File: config.mk
export PLATFORM = sky130hd
export DESIGN_NAME = stopwatch_with_debounced_buttons
export DESIGN_NICKNAME = d
export VERILOG_FILES = /design/src/hw/rtl/sw_pkg.sv /design/src/hw/rtl/sw_debounce.sv /design/src/hw/rtl/sw_timer.sv /design/src/hw/rtl/stopwatch_with_debounced_buttons.sv
export SDC_FILE = /design/constraint.sdc
export NUM_CORES = 1
export LEC_CHECK = 0
export ABC_CLOCK_PERIOD_IN_PS = 5250
export BUFFER_PORTS_ARGS = -buffer_cell sky130_fd_sc_hd__clkbuf_2
export CAP_MARGIN = 0
export CORE_MARGIN = 1.5
export CORE_UTILIZATION = 50
export DETAILED_ROUTE_END_ITERATION = 16
export PLACE_DENSITY = 0.66
export REMOVE_ABC_BUFFERS = 1
export SLEW_MARGIN = 0
export SYNTH_ARGS = -nofsm -noshare
export SYNTH_HDL_FRONTEND = slang
export SYNTH_SLANG_ARGS = --single-unit
export TNS_END_PERCENT = 100
File: constraint.sdc
create_clock -name clk_i -period 5.25 [get_ports clk_i]
set_input_delay 0.2625 -clock clk_i [delete_from_list [all_inputs] [get_ports clk_i]]
set_output_delay 0.2625 -clock clk_i [all_outputs]
set_load 0.01 [all_outputs]
File: src/hw/rtl/sw_pkg.sv
// shared types and constants for the stopwatch block
`timescale 1ns / 1ps

package sw_pkg;

  localparam int unsigned AgeW = 10;
  localparam int unsigned PeriodW = 16;
  localparam int unsigned CfgDataW = 16;

  localparam logic [AgeW-1:0] AGE_MAX = 10'd1023;

  localparam logic [AgeW-1:0]    DEBOUNCE_RESET = 10'd50;
  localparam logic [PeriodW-1:0] TENTH_RESET    = 16'd100;
  localparam logic [PeriodW-1:0] BLINK_RESET    = 16'd250;

  typedef enum logic [1:0] {
    CFG_DEBOUNCE = 2'd0,
    CFG_TENTH    = 2'd1,
    CFG_BLINK    = 2'd2
  } cfg_idx_e;

  // display count held as decimal digits, mm:ss.d
  typedef struct packed {
    logic [3:0] min_tens;
    logic [3:0] min_units;
    logic [2:0] sec_tens;
    logic [3:0] sec_units;
    logic [3:0] tenth;
  } digits_t;

  typedef struct packed {
    digits_t    digits;
    logic [4:0] changed;
    logic       running;
    logic       green;
    logic       red;
  } result_t;

endpackage

File: src/hw/rtl/sw_debounce.sv
// debouncer for one active-low button, flags a settled press
`timescale 1ns / 1ps

module sw_debounce (
  input  logic                    clk_i,
  input  logic                    rst_ni,
  input  logic                    step_i,
  input  logic                    raw_i,
  input  logic [sw_pkg::AgeW-1:0] debounce_ticks_i,
  output logic                    press_o
);
  import sw_pkg::*;

  logic            cand_q, cand_d;
  logic            steady_q, steady_d;
  logic [AgeW-1:0] age_q, age_d;
  logic            settle;

  always_comb begin
    cand_d = cand_q;
    age_d  = age_q;
    if (raw_i != cand_q) begin
      cand_d = raw_i;
      age_d  = '0;
    end else if (age_q != AGE_MAX) begin
      age_d = age_q + AgeW'(1);
    end
    // a saturated age always settles, so the top setting still works
    settle   = ((age_d > debounce_ticks_i) || (age_d == AGE_MAX)) && (cand_d != steady_q);
    steady_d = settle ? cand_d : steady_q;
    press_o  = settle && !cand_d;
  end

  always_ff @(posedge clk_i or negedge rst_ni) begin
    if (!rst_ni) begin
      cand_q   <= 1'b1;
      steady_q <= 1'b1;
      age_q    <= '0;
    end else if (step_i) begin
      cand_q   <= cand_d;
      steady_q <= steady_d;
      age_q    <= age_d;
    end
  end

endmodule

File: src/hw/rtl/sw_timer.sv
// run flag, tenths prescaler, decimal count and green led blinker
`timescale 1ns / 1ps

module sw_timer (
  input  logic                       clk_i,
  input  logic                       rst_ni,
  input  logic                       step_i,
  input  logic                       run_press_i,
  input  logic                       clear_press_i,
  input  logic [sw_pkg::PeriodW-1:0] tenth_ticks_i,
  input  logic [sw_pkg::PeriodW-1:0] blink_half_ticks_i,
  output sw_pkg::result_t            result_o
);
  import sw_pkg::*;

  logic               run_q, run_d;
  digits_t            cnt_q, cnt_d;
  logic [PeriodW-1:0] pre_q, pre_d;
  logic [PeriodW-1:0] blk_q, blk_d;
  logic               green_q, green_d;
  logic [PeriodW-1:0] tenth_period, blink_period;
  logic [PeriodW-1:0] pre_inc, blk_inc;

  // decimal increment with wrap from 99:59.9 to 00:00.0
  function automatic digits_t bcd_inc(input digits_t d);
    digits_t r;
    r = d;
    if (d.tenth != 4'd9) begin
      r.tenth = d.tenth + 4'd1;
    end else begin
      r.tenth = 4'd0;
      if (d.sec_units != 4'd9) begin
        r.sec_units = d.sec_units + 4'd1;
      end else begin
        r.sec_units = 4'd0;
        if (d.sec_tens != 3'd5) begin
          r.sec_tens = d.sec_tens + 3'd1;
        end else begin
          r.sec_tens = 3'd0;
          if (d.min_units != 4'd9) begin
            r.min_units = d.min_units + 4'd1;
          end else begin
            r.min_units = 4'd0;
            r.min_tens  = (d.min_tens == 4'd9) ? 4'd0 : d.min_tens + 4'd1;
          end
        end
      end
    end
    return r;
  endfunction

  assign tenth_period = (tenth_ticks_i == '0) ? PeriodW'(1) : tenth_ticks_i;
  assign blink_period = (blink_half_ticks_i == '0) ? PeriodW'(1) : blink_half_ticks_i;
  assign pre_inc      = pre_q + PeriodW'(1);
  assign blk_inc      = blk_q + PeriodW'(1);

  always_comb begin
    run_d   = run_q ^ run_press_i;
    cnt_d   = cnt_q;
    pre_d   = pre_q;
    blk_d   = blk_q;
    green_d = green_q;
    if (clear_press_i && !run_d) begin
      cnt_d = '0;
      pre_d = '0;
    end
    if (run_d) begin
      if (pre_inc >= tenth_period) begin
        pre_d = '0;
        cnt_d = bcd_inc(cnt_q);
      end else begin
        pre_d = pre_inc;
      end
      if (blk_inc >= blink_period) begin
        blk_d   = '0;
        green_d = !green_q;
      end else begin
        blk_d = blk_inc;
      end
    end else begin
      blk_d   = '0;
      green_d = 1'b0;
    end

    // the count register doubles as the previously shown digits
    result_o.digits     = cnt_d;
    result_o.changed[0] = cnt_d.min_tens  != cnt_q.min_tens;
    result_o.changed[1] = cnt_d.min_units != cnt_q.min_units;
    result_o.changed[2] = cnt_d.sec_tens  != cnt_q.sec_tens;
    result_o.changed[3] = cnt_d.sec_units != cnt_q.sec_units;
    result_o.changed[4] = cnt_d.tenth     != cnt_q.tenth;
    result_o.running    = run_d;
    result_o.green      = run_d && green_d;
    result_o.red        = !run_d;
  end

  always_ff @(posedge clk_i or negedge rst_ni) begin
    if (!rst_ni) begin
      run_q   <= 1'b0;
      cnt_q   <= '0;
      pre_q   <= '0;
      blk_q   <= '0;
      green_q <= 1'b0;
    end else if (step_i) begin
      run_q   <= run_d;
      cnt_q   <= cnt_d;
      pre_q   <= pre_d;
      blk_q   <= blk_d;
      green_q <= green_d;
    end
  end

endmodule

File: src/hw/rtl/stopwatch_with_debounced_buttons.sv
// Stopwatch with debounced buttons, mm:ss.d display digits and status leds.
//
// Input channel: one transfer per base tick (normally 1 ms) carrying the raw
// active-low levels of the start/stop and clear buttons.
// Output channel: one transfer per input transfer with the five digits, the
// mask of digits changed since the previous result, the run flag and the
// led drives.
// Config channel: index 0 debounce ticks, 1 ticks per tenth, 2 blink half
// period; always ready. It must be written only while the block is idle; the
// block itself does not enforce this. Index 3 is ignored.
// Throughput is one item per clock while the receiver takes each result. An
// accepted item is held in the input register, then the combinational update
// of debouncers, count and blinker writes the result register, from which
// the result is taken.
// A stalled receiver holds the result register; the input register takes one
// more item, then input ready drops until the result is taken.
// Reset (asynchronous, active low) stops the watch at 00:00.0, releases both
// buttons and restores the config register defaults.
`timescale 1ns / 1ps

module stopwatch_with_debounced_buttons (
  input  logic                        clk_i,
  input  logic                        rst_ni,
  input  logic                        cfg_valid_i,
  output logic                        cfg_ready_o,
  input  logic [1:0]                  cfg_index_i,
  input  logic [sw_pkg::CfgDataW-1:0] cfg_data_i,
  input  logic                        in_valid_i,
  output logic                        in_ready_o,
  input  logic                        run_stop_level_i,
  input  logic                        clear_level_i,
  output logic                        out_valid_o,
  input  logic                        out_ready_i,
  output logic [3:0]                  minute_tens_o,
  output logic [3:0]                  minute_units_o,
  output logic [2:0]                  second_tens_o,
  output logic [3:0]                  second_units_o,
  output logic [3:0]                  tenth_digit_o,
  output logic [4:0]                  changed_mask_o,
  output logic                        running_o,
  output logic                        green_led_o,
  output logic                        red_led_o
);
  import sw_pkg::*;

  logic [AgeW-1:0]    debounce_q;
  logic [PeriodW-1:0] tenth_q;
  logic [PeriodW-1:0] blink_q;

  logic    s1_valid_q, s1_valid_d;
  logic    s1_run_q, s1_clear_q;
  logic    out_valid_q, out_valid_d;
  result_t res_q, res_d;
  logic    in_xfer, advance;
  logic    run_press, clear_press;

  // config registers
  assign cfg_ready_o = 1'b1;

  always_ff @(posedge clk_i or negedge rst_ni) begin
    if (!rst_ni) begin
      debounce_q <= DEBOUNCE_RESET;
      tenth_q    <= TENTH_RESET;
      blink_q    <= BLINK_RESET;
    end else if (cfg_valid_i) begin
      case (cfg_idx_e'(cfg_index_i))
        CFG_DEBOUNCE: debounce_q <= cfg_data_i[AgeW-1:0];
        CFG_TENTH:    tenth_q    <= cfg_data_i[PeriodW-1:0];
        CFG_BLINK:    blink_q    <= cfg_data_i[PeriodW-1:0];
        default:      ;
      endcase
    end
  end

  // input register and result register handshake
  assign advance    = s1_valid_q && (!out_valid_q || out_ready_i);
  assign in_ready_o = !s1_valid_q || advance;
  assign in_xfer    = in_valid_i && in_ready_o;

  always_comb begin
    s1_valid_d = s1_valid_q;
    if (in_xfer) begin
      s1_valid_d = 1'b1;
    end else if (advance) begin
      s1_valid_d = 1'b0;
    end
    out_valid_d = out_valid_q;
    if (advance) begin
      out_valid_d = 1'b1;
    end else if (out_ready_i) begin
      out_valid_d = 1'b0;
    end
  end

  always_ff @(posedge clk_i or negedge rst_ni) begin
    if (!rst_ni) begin
      s1_valid_q  <= 1'b0;
      out_valid_q <= 1'b0;
    end else begin
      s1_valid_q  <= s1_valid_d;
      out_valid_q <= out_valid_d;
    end
  end

  always_ff @(posedge clk_i) begin
    if (in_xfer) begin
      s1_run_q   <= run_stop_level_i;
      s1_clear_q <= clear_level_i;
    end
    if (advance) begin
      res_q <= res_d;
    end
  end

  // start/stop is handled first, clear then sees the updated run flag
  sw_debounce u_run_dbn (
    .clk_i            (clk_i),
    .rst_ni           (rst_ni),
    .step_i           (advance),
    .raw_i            (s1_run_q),
    .debounce_ticks_i (debounce_q),
    .press_o          (run_press)
  );

  sw_debounce u_clear_dbn (
    .clk_i            (clk_i),
    .rst_ni           (rst_ni),
    .step_i           (advance),
    .raw_i            (s1_clear_q),
    .debounce_ticks_i (debounce_q),
    .press_o          (clear_press)
  );

  sw_timer u_timer (
    .clk_i              (clk_i),
    .rst_ni             (rst_ni),
    .step_i             (advance),
    .run_press_i        (run_press),
    .clear_press_i      (clear_press),
    .tenth_ticks_i      (tenth_q),
    .blink_half_ticks_i (blink_q),
    .result_o           (res_d)
  );

  assign out_valid_o    = out_valid_q;
  assign minute_tens_o  = res_q.digits.min_tens;
  assign minute_units_o = res_q.digits.min_units;
  assign second_tens_o  = res_q.digits.sec_tens;
  assign second_units_o = res_q.digits.sec_units;
  assign tenth_digit_o  = res_q.digits.tenth;
  assign changed_mask_o = res_q.changed;
  assign running_o      = res_q.running;
  assign green_led_o    = res_q.green;
  assign red_led_o      = res_q.red;

  // assertions
  a_led_excl: assert property (@(posedge clk_i) disable iff (!rst_ni)
    out_valid_o |-> !(green_led_o && red_led_o))
    else $error("green and red led both on");

  a_red_run: assert property (@(posedge clk_i) disable iff (!rst_ni)
    out_valid_o |-> (red_led_o == !running_o))
    else $error("red led disagrees with run flag");

  a_sec_tens: assert property (@(posedge clk_i) disable iff (!rst_ni)
    out_valid_o |-> (second_tens_o <= 3'd5))
    else $error("seconds tens digit out of range");

  a_in_held: assert property (@(posedge clk_i) disable iff (!rst_ni)
    (in_valid_i && in_ready_o) |=> s1_valid_q)
    else $error("accepted tick lost from input register");

  a_result_follows: assert property (@(posedge clk_i) disable iff (!rst_ni)
    advance |=> out_valid_o)
    else $error("processed tick gave no result");

endmodule
==> impl_metrics.yaml <==
timing:
  setup_slack_ns: 0.803
  fmax_mhz: 225
  finClkSkew_ns: 0.0118
  timing.final.setup_violations: 0
  hold-worst-slack_ns: 0.0320
  fin_setup_tns_ns: 0
  unrepaired_setup_endpoints_after_global_routing: "false"
  number_of_hold_slack_violations_in_the_final_timing_report: 0
  timing.slew.headroom_pct: 36.5
  min_period_over_period_pct: 84.7
  report.final.slew_viol_count: 0
  worst_tran_pin_value_ns: 0.951
  period_minus_slack_ns: 4.45
routing:
  num_vias: 7069
  drt_wl_total_um: 20100
  drc_marker_count_from_the_first_detailed_route_iteration: 446
  drc: 0
  vias_per_cell: 5.74
  route.antenna.remaining_nets: 0
  detail_route.wl_per_cell_um: 16.3
  firstDrtPassIters: 5
die:
  floorplan.die.height_um: 138
  initial_core_util_pct: 50.8
  placeableCoreArea_um2: 17900
  die_w_um: 138
  floorplan.io_pins: 55
  design.die.area_um2: 19000
  core.rowCount: 49
synthesis:
  primary_flip_flop_cell_chosen_by_synthesis_mapping: "sky130_fd_sc_hd__dfrtp_1"
  netlist.top_cell.by_area: "sky130_fd_sc_hd__dfrtp_1"
  asyncSetResetFlopFracSynth_pct: 80.7
  synth_cell_types: 74
  flops_latches_synth: 150
  synth_area_um2: 9090
  ys_warn_count: 0
  synth_top_area_share_pct: 28.9
  edff_count_synth: 29
  ys_seq_area_share_pct: 43.1
  yosys-top-cells-area: "sky130_fd_sc_hd__dfrtp_1, sky130_fd_sc_hd__edfxtp_1, sky130_fd_sc_hd__ha_1, sky130_fd_sc_hd__nand2_1, sky130_fd_sc_hd__dfstp_2"
  synth_cells: 950
  avgSynthCellArea_um2: 9.57
placement:
  postPlaceCellArea_um2: 9510
  buffer_ports.inserted: 53
  dp_slack_ns: 0.824
  place_inst: 1197
  routabilityCongestion: 0.858
  detailed_place_hpwl_um: 14200
global_route:
  grt_use_met2_pct: 38.4
  grt_first_pass_wirelength_um: 34100
  global_route.usage.met1_pct: 30.7
  first_global_vias: 6826
  globalRoute.totalOverflow: 0
  top_usage_layer: "met2"
  grt.met3_usage_pct: 4.12
  grt.total_usage_pct: 23.0
  grt_antenna_before_repair: 0
  grt_max_degree: 69
flow_run:
  cap_violations: 0
clock_tree:
  tritoncts.num_buffers: 17
  cts_root_buffer: "sky130_fd_sc_hd__clkbuf_16"
  cts_htree_levels: 4
  worst_skew_pair.late_latency_ns: 0.43
  clk_pin_slew_worst_paths_ns: 0.07
  tritoncts_clock_tree: "done"
  max-clock-path-buffers: 2
  clkSinkCount: 150
  postCtsSetupRepairBufs: 0
finish:
  post_layout_nonfiller_instances: 1232
  final_layout_size_suffix_gt1_share_pct: 16.7
  mostFrequentLayoutCells: "sky130_fd_sc_hd__nand2_1, sky130_fd_sc_hd__dfrtp_1, sky130_fd_sc_hd__o21ai_0"
  layout_commonest_cell: "sky130_fd_sc_hd__nand2_1"
  syn2layout_area_growth_pct: 12.0
  final_core_util_pct: 56.9
  layout.cell_area.non_filler_um2: 10200
  fillers: 1668
  diodes: 0
  number_of_nets_in_the_layout: 1075
outcome:
  outcome: "completed"
worst_setup_path:
  worst_setup_path_end_kind: "flop"
  ff2ff_path_depth: 15
  cp_max_fo: 22
  cp_data_required_time_ns: 5.62
  reg2reg_to: "u_timer.pre_q[2]"
  cp_data_arrival_time_ns: 4.82
  setup.reg_to_reg.worst_slack_ns: 0.80
  critPathLaunch: "u_timer.pre_q[0]"
  kind_of_start_point_of_the_critical_path: "flop"
  critical_path.reg2reg.startpoint: "u_timer.pre_q[0]"
  criticalPathCategory: "flop to flop"
pwr:
  irDropWorstVdd_v: 0.000242
  cellLeakagePower_nw: 4.75
  fraction_of_power_spent_switching_nets_pct: 28.7
  clock_power_share_pct: 41.3
  power.combinational.fraction_pct: 15.4
  intPower_mw: 2.33
  power_density_nw_per_um2: 321
  seq_power_share_pct: 43.2
  power.total_mw: 3.26
  switchingPower_mw: 0.936
hold_path:
  worstHoldPathCells: 2
  hold_path_end: "s1_valid_q"
  hold_class: "input port to flop"
  hold_path_startpoint: "in_valid_i"
## area by class of cell
class                   count  area [um2]  share of cell area, %
clock buffers              17         425                   4.18
clock inverters            15         214                   2.10
inverters                  60         228                   2.24
multi-input cells         697        4750                   46.7
flip-flops and latches    150        3920                   38.5
well taps                 229         287                   2.82
repair buffers             64         358                   3.52
## critical path, stage by stage (launching register included)
cell	delay (ns)
sky130_fd_sc_hd__dfrtp_1	0.42
sky130_fd_sc_hd__ha_1	0.25
sky130_fd_sc_hd__nand3_1	0.17
sky130_fd_sc_hd__nor2_1	0.23
sky130_fd_sc_hd__and3_1	0.31
sky130_fd_sc_hd__nand3_1	0.12
sky130_fd_sc_hd__xnor2_1	0.22
sky130_fd_sc_hd__ha_1	0.29
sky130_fd_sc_hd__a21o_1	0.18
sky130_fd_sc_hd__a211oi_1	0.21
sky130_fd_sc_hd__o21ai_0	0.13
sky130_fd_sc_hd__a221oi_1	0.44
sky130_fd_sc_hd__nand2_1	0.46
sky130_fd_sc_hd__or3_4	0.64
sky130_fd_sc_hd__nor3b_2	0.21
sky130_fd_sc_hd__a21o_1	0.10
## cell families after synthesis
group | count (synthesis) | share of synthesized area [%]
other | 1 | 0.0413
xor gates and xnor gates | 39 | 3.76
adders and majority gates | 60 | 8.26
buffers and inverters | 103 | 4.74
and+or+nand+nor | 348 | 19.8
AOI/OAI and AO/OA | 207 | 15.2
muxes | 42 | 5.12
DFF | 150 | 43.1
## power by group through the flow
stage	registers [mW]	logic (mW)	clock network, mW
4_1_cts	1.41	0.509	1.37
2_1_floorplan	1.41	0.345	0
3_5_place_dp	1.43	0.503	0
6_report	1.41	0.504	1.35
5_1_grt	1.43	0.579	1.42
3_3_place_gp	1.43	0.490	0
## cells in the mapped netlist (9+ instances only)
| cell type | number |
|---|---|
| sky130_fd_sc_hd__nand2_1 | 140 |
| sky130_fd_sc_hd__inv_1 | 59 |
| sky130_fd_sc_hd__o21ai_0 | 64 |
| sky130_fd_sc_hd__nand2b_1 | 19 |
| sky130_fd_sc_hd__ha_1 | 60 |
| sky130_fd_sc_hd__nand4_1 | 21 |
| sky130_fd_sc_hd__nor4_1 | 13 |
| sky130_fd_sc_hd__nand3_1 | 43 |
| sky130_fd_sc_hd__a21oi_1 | 33 |
| sky130_fd_sc_hd__dfrtp_1 | 105 |
| sky130_fd_sc_hd__edfxtp_1 | 29 |
| sky130_fd_sc_hd__mux2_2 | 36 |
| sky130_fd_sc_hd__clkbuf_1 | 27 |
| sky130_fd_sc_hd__xor2_1 | 17 |
| sky130_fd_sc_hd__nor2b_1 | 9 |
| sky130_fd_sc_hd__o211ai_1 | 11 |
| sky130_fd_sc_hd__dfstp_2 | 16 |
| sky130_fd_sc_hd__nor2_1 | 26 |
| sky130_fd_sc_hd__buf_2 | 9 |
| sky130_fd_sc_hd__xnor2_1 | 22 |
| sky130_fd_sc_hd__a31oi_1 | 9 |
| sky130_fd_sc_hd__and3_1 | 22 |
| sky130_fd_sc_hd__a21o_1 | 25 |
## what timing repair did
action / 4_1_cts / 5_1_grt
hold buffers: 3 / 0
endpoints found under the hold margin: 50 / 0
resized for setup: 0 / 0
## metal layers
metal / wire [um] / vias to the layer above
met4: 311 / 0
met1: 9420 / 3412
met5: 0 / -
li1: - / 3501
met3: 646 / 27
met2: 9670 / 129
## worst max-delay path by stage
stage | end | cells past startpoint | slack (ns)
floorplan | minute_units_o[3] | 15 | 1.40
global placement | u_timer.pre_q[2] | 15 | 0.90
detailed placement | u_timer.pre_q[7] | 15 | 0.82
CTS | u_timer.pre_q[11] | 15 | 0.79
global route | u_timer.pre_q[8] | 15 | 0.32
finish | u_timer.pre_q[2] | 15 | 0.80
## registers in the layout, summed over array words and instances (netlist names), 3 cells and up
register           count
blink_q               16
changed_mask_o         5
debounce_q            10
minute_tens_o          4
minute_units_o         4
second_tens_o          3
second_units_o         4
tenth_digit_o          4
tenth_q               16
u_clear_dbn.age_q     10
u_run_dbn.age_q       10
u_timer.blk_q         16
u_timer.cnt_q         19
u_timer.pre_q         16
(Power assumes the default switching activity.)
